[src/rtl/stc_pkg.sv]
// package: sizes, codes and shared types of the sector cache tag store
package stc_pkg;

  localparam int ENTRIES  = 8;
  localparam int TAG_BITS = 32;
  localparam int IDX_W    = (ENTRIES > 1) ? $clog2(ENTRIES) : 1;
  localparam int STAMP_W  = 16;

  typedef enum logic [1:0] {
    ACT_LOOKUP    = 2'd0,
    ACT_INV_ONE   = 2'd1,
    ACT_INV_RANGE = 2'd2,
    ACT_INV_ALL   = 2'd3
  } action_t;

  typedef enum logic [1:0] {
    ST_HIT    = 2'd0,
    ST_ALLOC  = 2'd1,
    ST_NOSLOT = 2'd2,
    ST_INVAL  = 2'd3
  } status_t;

  // scan word handed from cell to cell
  typedef struct packed {
    logic                vld;
    logic                en;
    action_t             action;
    logic [TAG_BITS-1:0] lo;
    logic [TAG_BITS-1:0] hi;
    logic                found;
    logic [IDX_W-1:0]    hit_idx;
    logic                have;
    logic [STAMP_W:0]    best_age;
    logic [IDX_W-1:0]    pick;
  } probe_t;

  // broadcast from the top level to every cell
  typedef struct packed {
    logic [STAMP_W-1:0]  use_ctr;
    logic                alloc_we;
    logic [IDX_W-1:0]    alloc_idx;
    logic [TAG_BITS-1:0] alloc_tag;
    logic                clear_all;
  } ctl_t;

endpackage

[src/rtl/stc_ifs.sv]
// interfaces: request and result channels of the sector cache tag store
interface stc_in_if
  import stc_pkg::*;
  ();
  logic        valid;
  logic        ready;
  logic [1:0]  action;
  logic [31:0] sector;
  logic [31:0] sector_last;

  modport source (output valid, action, sector, sector_last, input ready);
  modport sink   (input valid, action, sector, sector_last, output ready);
endinterface

interface stc_out_if
  import stc_pkg::*;
  ();
  logic        valid;
  logic        ready;
  logic [1:0]  status;
  logic [2:0]  slot;
  logic [15:0] hit_total;

  modport source (output valid, status, slot, hit_total, input ready);
  modport sink   (input valid, status, slot, hit_total, output ready);
endinterface

[src/rtl/stc_cell.sv]
// cell: one cache entry plus one stage of the scan chain
module stc_cell
  import stc_pkg::*;
(
  input  logic             clk,
  input  logic             rst_n,
  input  logic [IDX_W-1:0] cell_idx,
  input  ctl_t             ctl,
  input  probe_t           p_in,
  output probe_t           p_out
);

  logic                valid_r, valid_nxt;
  logic [TAG_BITS-1:0] tag_r, tag_nxt;
  logic [STAMP_W-1:0]  stamp_r, stamp_nxt;
  probe_t              p_r, p_nxt;
  logic [STAMP_W-1:0]  age;

  assign age   = ctl.use_ctr - stamp_r;
  assign p_out = p_r;

  always_comb begin
    p_nxt     = p_in;
    valid_nxt = valid_r;
    tag_nxt   = tag_r;
    stamp_nxt = stamp_r;
    if (p_in.vld && p_in.en) begin
      case (p_in.action)
        ACT_LOOKUP: begin
          if (!p_in.found) begin
            if (!valid_r) begin
              p_nxt.pick     = cell_idx;
              p_nxt.have     = 1'b1;
              p_nxt.best_age = {1'b1, {STAMP_W{1'b0}}};
            end else if (tag_r == p_in.lo) begin
              p_nxt.found   = 1'b1;
              p_nxt.hit_idx = cell_idx;
              stamp_nxt     = ctl.use_ctr;
            end else if ({1'b0, age} > p_in.best_age) begin
              p_nxt.pick     = cell_idx;
              p_nxt.have     = 1'b1;
              p_nxt.best_age = {1'b0, age};
            end
          end
        end
        ACT_INV_ONE: begin
          if (!p_in.found && tag_r == p_in.lo) begin
            p_nxt.found = 1'b1;
            valid_nxt   = 1'b0;
          end
        end
        ACT_INV_RANGE: begin
          if (tag_r >= p_in.lo && tag_r <= p_in.hi) valid_nxt = 1'b0;
        end
        default: begin
        end
      endcase
    end
    if (ctl.clear_all) begin
      valid_nxt = 1'b0;
      tag_nxt   = '0;
      stamp_nxt = '0;
    end else if (ctl.alloc_we && ctl.alloc_idx == cell_idx) begin
      valid_nxt = 1'b1;
      tag_nxt   = ctl.alloc_tag;
      stamp_nxt = ctl.use_ctr;
    end
  end

  always_ff @(posedge clk) begin
    if (!rst_n) begin
      valid_r <= 1'b0;
      tag_r   <= '0;
      stamp_r <= '0;
      p_r     <= '0;
    end else begin
      valid_r <= valid_nxt;
      tag_r   <= tag_nxt;
      stamp_r <= stamp_nxt;
      p_r     <= p_nxt;
    end
  end

endmodule

[src/rtl/sector_cache_tag_lru.sv]
// top level: sector cache tag store with lru replacement over a chain of entry cells
//
// A request word (action, sector, sector_last) is taken when in_ch.ready is high; the
// block then runs a scan word down a chain of ENTRIES cells, one cell per cycle, each
// cell holding one entry (valid, tag, 16-bit last-use stamp). Hits restamp and
// invalidates clear as the scan passes; an allocation or an invalidate-all is applied
// when the scan leaves the chain and the result word is loaded into the output register.
// One request is worked on at a time: it passes the launch register, the cell chain and the
// tail register, and the next can be accepted once its result word has been loaded into the
// output register. A new request may be accepted while a result word still waits in the
// output register. The cache_enabled register is at apb address 0 (reset 1); write it only
// while the block is idle.
module sector_cache_tag_lru
  import stc_pkg::*;
(
  input  logic        clk,
  input  logic        rst_n,
  stc_in_if.sink      in_ch,
  stc_out_if.source   out_ch,
  input  logic        cfg_psel,
  input  logic        cfg_penable,
  input  logic        cfg_pwrite,
  input  logic [2:0]  cfg_paddr,
  input  logic [31:0] cfg_pwdata,
  output logic [31:0] cfg_prdata,
  output logic        cfg_pready
);

  // configuration register
  logic enabled_r;

  assign cfg_pready = 1'b1;
  assign cfg_prdata = (cfg_paddr[2] == 1'b0) ? {31'b0, enabled_r} : 32'b0;

  always_ff @(posedge clk) begin
    if (!rst_n) begin
      enabled_r <= 1'b1;
    end else if (cfg_psel && cfg_penable && cfg_pwrite && cfg_pready
                 && cfg_paddr[2] == 1'b0) begin
      enabled_r <= cfg_pwdata[0];
    end
  end

  // control state
  logic               busy_r;
  logic [STAMP_W-1:0] use_ctr_r;
  logic [STAMP_W-1:0] hit_ctr_r;
  probe_t             launch_r;
  probe_t             tail_r;
  logic               out_valid_r;
  status_t            out_status_r;
  logic [2:0]         out_slot_r;
  logic [15:0]        out_hits_r;

  logic                accept;
  logic                release_w;
  logic [TAG_BITS+31:0] lo_ext, hi_ext;
  probe_t              launch_nxt;
  probe_t              chain [ENTRIES+1];
  ctl_t                ctl;

  assign in_ch.ready = !busy_r;
  assign accept      = in_ch.valid && in_ch.ready;

  // sector cut or zero-extended to the tag width
  assign lo_ext = {{TAG_BITS{1'b0}}, in_ch.sector};
  assign hi_ext = {{TAG_BITS{1'b0}}, in_ch.sector_last};

  always_comb begin
    launch_nxt          = '0;
    launch_nxt.vld      = accept;
    launch_nxt.en       = enabled_r;
    launch_nxt.action   = action_t'(in_ch.action);
    launch_nxt.lo       = lo_ext[TAG_BITS-1:0];
    launch_nxt.hi       = hi_ext[TAG_BITS-1:0];
  end

  always_ff @(posedge clk) begin
    if (!rst_n) begin
      launch_r <= '0;
    end else begin
      launch_r <= launch_nxt;
    end
  end

  // scan chain of entry cells
  assign chain[0] = launch_r;

  genvar g;
  generate
    for (g = 0; g < ENTRIES; g++) begin : g_cell
      stc_cell u_cell (
        .clk      (clk),
        .rst_n    (rst_n),
        .cell_idx (IDX_W'(g)),
        .ctl      (ctl),
        .p_in     (chain[g]),
        .p_out    (chain[g+1])
      );
    end
  endgenerate

  // decode of the finished scan word
  logic                is_hit, is_alloc, is_clear;
  status_t             res_status;
  logic [IDX_W-1:0]    res_idx;
  logic [IDX_W+2:0]    res_idx_ext;
  logic [STAMP_W-1:0]  hit_nxt;

  assign release_w = tail_r.vld && (!out_valid_r || out_ch.ready);

  always_comb begin
    is_hit     = 1'b0;
    is_alloc   = 1'b0;
    is_clear   = 1'b0;
    res_idx    = '0;
    res_status = ST_INVAL;
    if (!tail_r.en) begin
      // disabled: lookups miss with no slot, invalidates change nothing
      if (tail_r.action == ACT_LOOKUP) res_status = ST_NOSLOT;
    end else begin
      case (tail_r.action)
        ACT_LOOKUP: begin
          if (tail_r.found) begin
            is_hit     = 1'b1;
            res_status = ST_HIT;
            res_idx    = tail_r.hit_idx;
          end else if (tail_r.have) begin
            is_alloc   = 1'b1;
            res_status = ST_ALLOC;
            res_idx    = tail_r.pick;
          end else begin
            res_status = ST_NOSLOT;
          end
        end
        ACT_INV_ALL: is_clear = 1'b1;
        default: begin
        end
      endcase
    end
  end

  assign res_idx_ext = {3'b000, res_idx};
  assign hit_nxt     = is_clear ? '0 : (is_hit ? hit_ctr_r + 1'b1 : hit_ctr_r);

  // commit broadcast, only while the scan word leaves the tail
  always_comb begin
    ctl.use_ctr   = use_ctr_r;
    ctl.alloc_we  = release_w && is_alloc;
    ctl.alloc_idx = tail_r.pick;
    ctl.alloc_tag = tail_r.lo;
    ctl.clear_all = release_w && is_clear;
  end

  always_ff @(posedge clk) begin
    if (!rst_n) begin
      busy_r      <= 1'b0;
      tail_r      <= '0;
      use_ctr_r   <= '0;
      hit_ctr_r   <= '0;
      out_valid_r <= 1'b0;
    end else begin
      if (accept) busy_r <= 1'b1;
      // tail holds the scan word until the output register is free
      if (chain[ENTRIES].vld) begin
        tail_r <= chain[ENTRIES];
      end else if (release_w) begin
        tail_r.vld <= 1'b0;
      end
      if (release_w) begin
        busy_r      <= 1'b0;
        out_valid_r <= 1'b1;
        hit_ctr_r   <= hit_nxt;
        if (is_clear) begin
          use_ctr_r <= '0;
        end else if (is_hit || is_alloc) begin
          use_ctr_r <= use_ctr_r + 1'b1;
        end
      end else if (out_ch.ready) begin
        out_valid_r <= 1'b0;
      end
    end
  end

  // output payload, no reset needed
  always_ff @(posedge clk) begin
    if (release_w) begin
      out_status_r <= res_status;
      out_slot_r   <= res_idx_ext[2:0];
      out_hits_r   <= hit_nxt;
    end
  end

  assign out_ch.valid     = out_valid_r;
  assign out_ch.status    = out_status_r;
  assign out_ch.slot      = out_slot_r;
  assign out_ch.hit_total = out_hits_r;

endmodule

[src/flat_wrapper.sv]
// flat-port wrapper written by rule: the top's interface ports become plain ports
module sector_cache_tag_lru_flat import stc_pkg::*;
  (clk, rst_n, cfg_psel, cfg_penable, cfg_pwrite, cfg_paddr, cfg_pwdata, cfg_prdata, cfg_pready, in_ch_valid, in_ch_action, in_ch_sector, in_ch_sector_last, in_ch_ready, out_ch_valid, out_ch_status, out_ch_slot, out_ch_hit_total, out_ch_ready);
  stc_in_if in_ch_i ();
  stc_out_if out_ch_i ();
  input  logic clk;
  input  logic rst_n;
  input  logic cfg_psel;
  input  logic cfg_penable;
  input  logic cfg_pwrite;
  input  logic [2:0] cfg_paddr;
  input  logic [31:0] cfg_pwdata;
  output logic [31:0] cfg_prdata;
  output logic cfg_pready;
  input wire logic [$bits(in_ch_i.valid)-1:0] in_ch_valid;
  input wire logic [$bits(in_ch_i.action)-1:0] in_ch_action;
  input wire logic [$bits(in_ch_i.sector)-1:0] in_ch_sector;
  input wire logic [$bits(in_ch_i.sector_last)-1:0] in_ch_sector_last;
  output wire logic [$bits(in_ch_i.ready)-1:0] in_ch_ready;
  output wire logic [$bits(out_ch_i.valid)-1:0] out_ch_valid;
  output wire logic [$bits(out_ch_i.status)-1:0] out_ch_status;
  output wire logic [$bits(out_ch_i.slot)-1:0] out_ch_slot;
  output wire logic [$bits(out_ch_i.hit_total)-1:0] out_ch_hit_total;
  input wire logic [$bits(out_ch_i.ready)-1:0] out_ch_ready;
  assign in_ch_i.valid = in_ch_valid;
  assign in_ch_i.action = in_ch_action;
  assign in_ch_i.sector = in_ch_sector;
  assign in_ch_i.sector_last = in_ch_sector_last;
  assign in_ch_ready = in_ch_i.ready;
  assign out_ch_valid = out_ch_i.valid;
  assign out_ch_status = out_ch_i.status;
  assign out_ch_slot = out_ch_i.slot;
  assign out_ch_hit_total = out_ch_i.hit_total;
  assign out_ch_i.ready = out_ch_ready;
  sector_cache_tag_lru u_core (.clk(clk), .rst_n(rst_n), .in_ch(in_ch_i), .out_ch(out_ch_i), .cfg_psel(cfg_psel), .cfg_penable(cfg_penable), .cfg_pwrite(cfg_pwrite), .cfg_paddr(cfg_paddr), .cfg_pwdata(cfg_pwdata), .cfg_prdata(cfg_prdata), .cfg_pready(cfg_pready));
endmodule
[config.mk]
export PLATFORM = sky130hd
export DESIGN_NAME = sector_cache_tag_lru_flat
export DESIGN_NICKNAME = d
export VERILOG_FILES = /design/src/rtl/stc_pkg.sv /design/src/rtl/stc_ifs.sv /design/src/rtl/stc_cell.sv /design/src/rtl/sector_cache_tag_lru.sv /design/src/flat_wrapper.sv
export SDC_FILE = /design/constraint.sdc
export NUM_CORES = 2
export LEC_CHECK = 0
export ABC_AREA = 1
export BUFFER_PORTS_ARGS = -buffer_cell sky130_fd_sc_hd__buf_2
export CAP_MARGIN = 25
export CORE_ASPECT_RATIO = 1.25
export CORE_UTILIZATION = 40
export CTS_CLUSTER_SIZE = 14
export DETAILED_ROUTE_END_ITERATION = 8
export GPL_ROUTABILITY_DRIVEN = 0
export SLEW_MARGIN = 10
export SYNTH_ARGS = -nofsm -noshare
export SYNTH_HDL_FRONTEND = slang
export SYNTH_SLANG_ARGS = --single-unit
[constraint.sdc]
create_clock -name clk -period 5.6 [get_ports clk]
set_clock_uncertainty 0.15 [all_clocks]
set_input_delay 1.4 -clock clk [delete_from_list [all_inputs] [get_ports clk]]
set_output_delay 1.4 -clock clk [all_outputs]
set_load 0.01 [all_outputs]
==> flow_metrics.env <==
export IMPL_status="complete, no violations"
export IMPL_synth_warnings=0
export IMPL_cts_root_buffer="clkbuf_16"
export IMPL_place_port_buffers=98
export IMPL_cts_setup_buffers=0
export IMPL_num_nets_final=9529
export IMPL_die_w_um=359
export IMPL_vias=52300
export IMPL_finish_instance_area_um2=70700
export IMPL_dr_pass1_iters=6
export IMPL_critPathMaxFanout=14
export IMPL_async_flop_share_pct=0
export IMPL_max_cap_viol_count=0
export IMPL_cts_clk_slew_worst_paths_ns=0.06
export IMPL_crit_top_cell="nand2_1"
export IMPL_synth_seq_cells=1241
export IMPL_cpMaxStageDelayCell="o21ai_0"
export IMPL_start_kind="flop"
export IMPL_cellLeakagePower_nw=35.9
export IMPL_final_common_cell="inv_1"
export IMPL_hold_depth=2
export IMPL_clock_sinks=1241
export IMPL_cts_hold_fix_buffers=0
export IMPL_drc=0
export IMPL_hold_viol_final=0
export IMPL_viasPerCell=4.83
export IMPL_setup_worst_path_start="u_core.use_ctr_r[0]$_SDFFE_PN0P_"
export IMPL_initial_core_util_pct=40.3
export IMPL_cts_tree="done"
export IMPL_dpl_instance_area_um2=66200
export IMPL_min_to="u_core.g_cell[5].u_cell.p_out[62]$_SDFF_PN0_"
export IMPL_slew_headroom_pct=27.4
export IMPL_clockBufferDepth=3
export IMPL_netlist_area_um2=63600
export IMPL_hold_path_startpoint="u_core.g_cell[4].u_cell.p_out[62]$_SDFF_PN0_"
export IMPL_tightest_slew_ns=1.09
export IMPL_synth_flop_cell="dfxtp_1"
export IMPL_required_ns=6.09
export IMPL_wire_per_inst_um=15.7
export IMPL_ys_seq_area_share_pct=39.4
export IMPL_cts_resized=0
export IMPL_grt_max_degree=195
export IMPL_ys_types=59
export IMPL_num_rows=163
export IMPL_layout_drive_gt1_share_pct=4.96
export IMPL_cp_cell_sequence="inv_1 > ha_1 > fa_1 > o21ai_0 > nand2_1 > nand2_1 > nand3_1 > nand2_1 > nand2_1 > nand2_1 > xor2_1 > inv_1 > ha_1 > a21oi_1 > o21bai_1 > a21oi_1 > nand3_1 > nand2_1 > inv_1 > o21ai_0 > o21ai_0"
export IMPL_rsz0062_at_grt="no"
export IMPL_cp_arrival_ns=5.43
export IMPL_critical_path_class="reg2reg"
export IMPL_p_per_area_nw_per_um2=264
export IMPL_endpoint_kind="flop"
export IMPL_ff2ff_path_depth=21
export IMPL_setup_violations=0
export IMPL_die_area_um2=161000
export IMPL_fmax_mhz=202
export IMPL_worst_ir_drop_vdd_mv=0.370
export IMPL_ios=164
export IMPL_wirelength_um=170000
export IMPL_syn_avg_cell_area_um2=7.38
export IMPL_synth_enable_flop_cells=21
export IMPL_r2r_end="u_core.g_cell[2].u_cell.p_out[20]$_SDFF_PN0_"
export IMPL_grt_pass1_vias=50800
export IMPL_h_tree_depth=4
export IMPL_clock_latency_ns=0.80
export IMPL_detail_route_antenna_nets=0
export IMPL_layout_common_cells="inv_1, nand2_1, dfxtp_1, a21oi_1, ha_1"
export IMPL_die_h_um=448
export IMPL_slew_violations=0
export IMPL_n_fill_cell=15900
export IMPL_grt_usage_pct=21.0
export IMPL_fin_setup_tns_ns=0
export IMPL_grt_overflow_total=0
export IMPL_hp_class="reg2reg"
export IMPL_drt_initial_drc_count=2844
export IMPL_antenna_found_initial=5
export IMPL_timing_rr_start="u_core.use_ctr_r[0]$_SDFFE_PN0P_"
export IMPL_fin_crit_sh_pct=88.2
export IMPL_dp_hpwl_um=130000
export IMPL_min_period_ns=4.94
export IMPL_grt_pass1_wl_um=266000
export IMPL_postSynthCellCount=8623
export IMPL_areaGrowthSynthToFinish_pct=11.1
export IMPL_r2r_setup_slack_ns=0.66
export IMPL_slowest_delay_ns=0.41
export IMPL_coreArea_um2=158000
export IMPL_cts_buffers_inserted=135
## worst max-delay path: cells and delay by family, from the launching register on
| family | cells | cell delay (ns) |
|---|---|---|
| AO/OA/AOI/OAI | 6 | 1.36 |
| XOR/XNOR | 1 | 0.29 |
| adder cells (fa/ha/maj) | 3 | 1.05 |
| buffers and inverters | 3 | 0.66 |
| flip-flops | 1 | 0.33 |
| AND/OR/NAND/NOR | 8 | 0.96 |
## per-stage QoR
step	power [mW]	utilization, %	hold WS [ns]	std cells	setup slack [ns]
6_report	18.7	44.8	0.260	10800	0.661
5_1_grt	19.3	44.8	0.276	10800	0.272
4_1_cts	18.9	44.8	0.261	10800	0.702
3_5_place_dp	9.82	41.9	0.265	10600	0.714
3_3_place_gp	9.81	41.9	0.261	10600	0.733
2_1_floorplan	9.59	-	0.248	8653	1.62
## worst max-delay path by stage
stage	endpoint	slack [ns]	cells past startpoint
after floorplan	u_core.g_cell[6].u_cell.p_out[4]$_SDFF_PN0_	1.62	19
after global placement	u_core.g_cell[6].u_cell.p_out[20]$_SDFF_PN0_	0.73	24
after detailed placement	u_core.g_cell[6].u_cell.p_out[1]$_SDFF_PN0_	0.71	24
after CTS	u_core.g_cell[6].u_cell.p_out[20]$_SDFF_PN0_	0.70	24
after global routing	u_core.g_cell[6].u_cell.p_out[20]$_SDFF_PN0_	0.27	24
final	u_core.g_cell[2].u_cell.p_out[20]$_SDFF_PN0_	0.66	21
## sequential cells by signal (all words and copies together), names as in the netlist
| register | count |
|---|---|
| u_core.busy_r | 1 |
| u_core.chain | 68 |
| u_core.ctl | 35 |
| u_core.enabled_r | 1 |
| u_core.g_cell.u_cell.p_out | 681 |
| u_core.g_cell.u_cell.stamp_r | 128 |
| u_core.g_cell.u_cell.tag_r | 256 |
| u_core.g_cell.u_cell.valid_r | 8 |
| u_core.hit_ctr_r | 16 |
| u_core.out_ch.hit_total | 16 |
| u_core.out_ch.slot | 3 |
| u_core.out_ch.status | 2 |
| u_core.out_ch.valid | 1 |
| u_core.tail_r | 9 |
| u_core.use_ctr_r | 16 |
## routing by layer
metal | up-vias | track usage, % | part of all wire (%)
met3 | 390 | 3.02 | 3.9
met1 | 23700 | 23.9 | 41
met5 | - | 0 | 0.012
met2 | 1090 | 37.8 | 50
met4 | 2 | 10.9 | 5.2
li1 | 27100 | - | -
## report_power, final
group	switching [mW]	total, mW	internal [mW]
Clock	3.75	9.04	5.30
Sequential	0.0514	8.98	8.93
Combinational	0.460	0.643	0.183
## cell families (layout without fill, tap and decap cells)
logic type                 count (synthesis)  in the layout  synth area share (%)
and+or+nand+nor                         2560           2560                  16.6
buffers and inverters                   2219           2333                  13.4
AOI/OAI and AO/OA                       1751           1751                  14.4
DFF                                     1241           1241                  39.4
adders and majority gates                754            754                  14.9
xor gates and xnor gates                  96             96                  1.32
other                                      2             35                0.0118
## layout make-up
cell class / instances / area (um^2) / share of cell area (%)
multi-input cells: 5193 / 30200 / 42.7
clock inverters: 56 / 707 / 1.00
inverters: 1934 / 7260 / 10.3
diodes: 3 / 7.51 / 0.0106
clock buffers: 181 / 3820 / 5.41
flip-flops and latches: 1241 / 25100 / 35.4
repair buffers: 162 / 1090 / 1.54
well taps: 2062 / 2580 / 3.65
## synthesized netlist by cell type, types with 3 or more instances
cell,instances,area (um^2)
a211oi_1,30,225
clkbuf_1,203,762
nand2_2,8,50.1
buf_2,32,160
a21oi_1,952,4760
nor4_1,11,68.8
xor2_1,66,578
nor2_4,5,56.3
nand4_1,87,544
nor3_1,65,325
nor2_2,4,25.0
o211ai_1,14,105
buf_4,35,263
nor2_1,424,1590
ha_1,746,9330
a21o_1,13,97.6
xnor2_1,30,263
o21ai_1,20,100
o21ai_0,623,3120
o22ai_1,11,68.8
nand2_1,1676,6290
inv_2,10,37.5
buf_1,10,37.5
nand3_1,228,1140
nor3_2,6,60.1
dfxtp_1,1220,24400
a31oi_1,8,50.1
o21a_1,30,225
edfxtp_1,21,631
nand2_4,3,33.8
o31ai_1,4,30.0
fa_1,8,160
buf_6,3,33.8
o21bai_1,35,263
inv_1,1922,7210
nand3b_1,25,188
No activity file was read; power rests on OpenSTA's default activity.
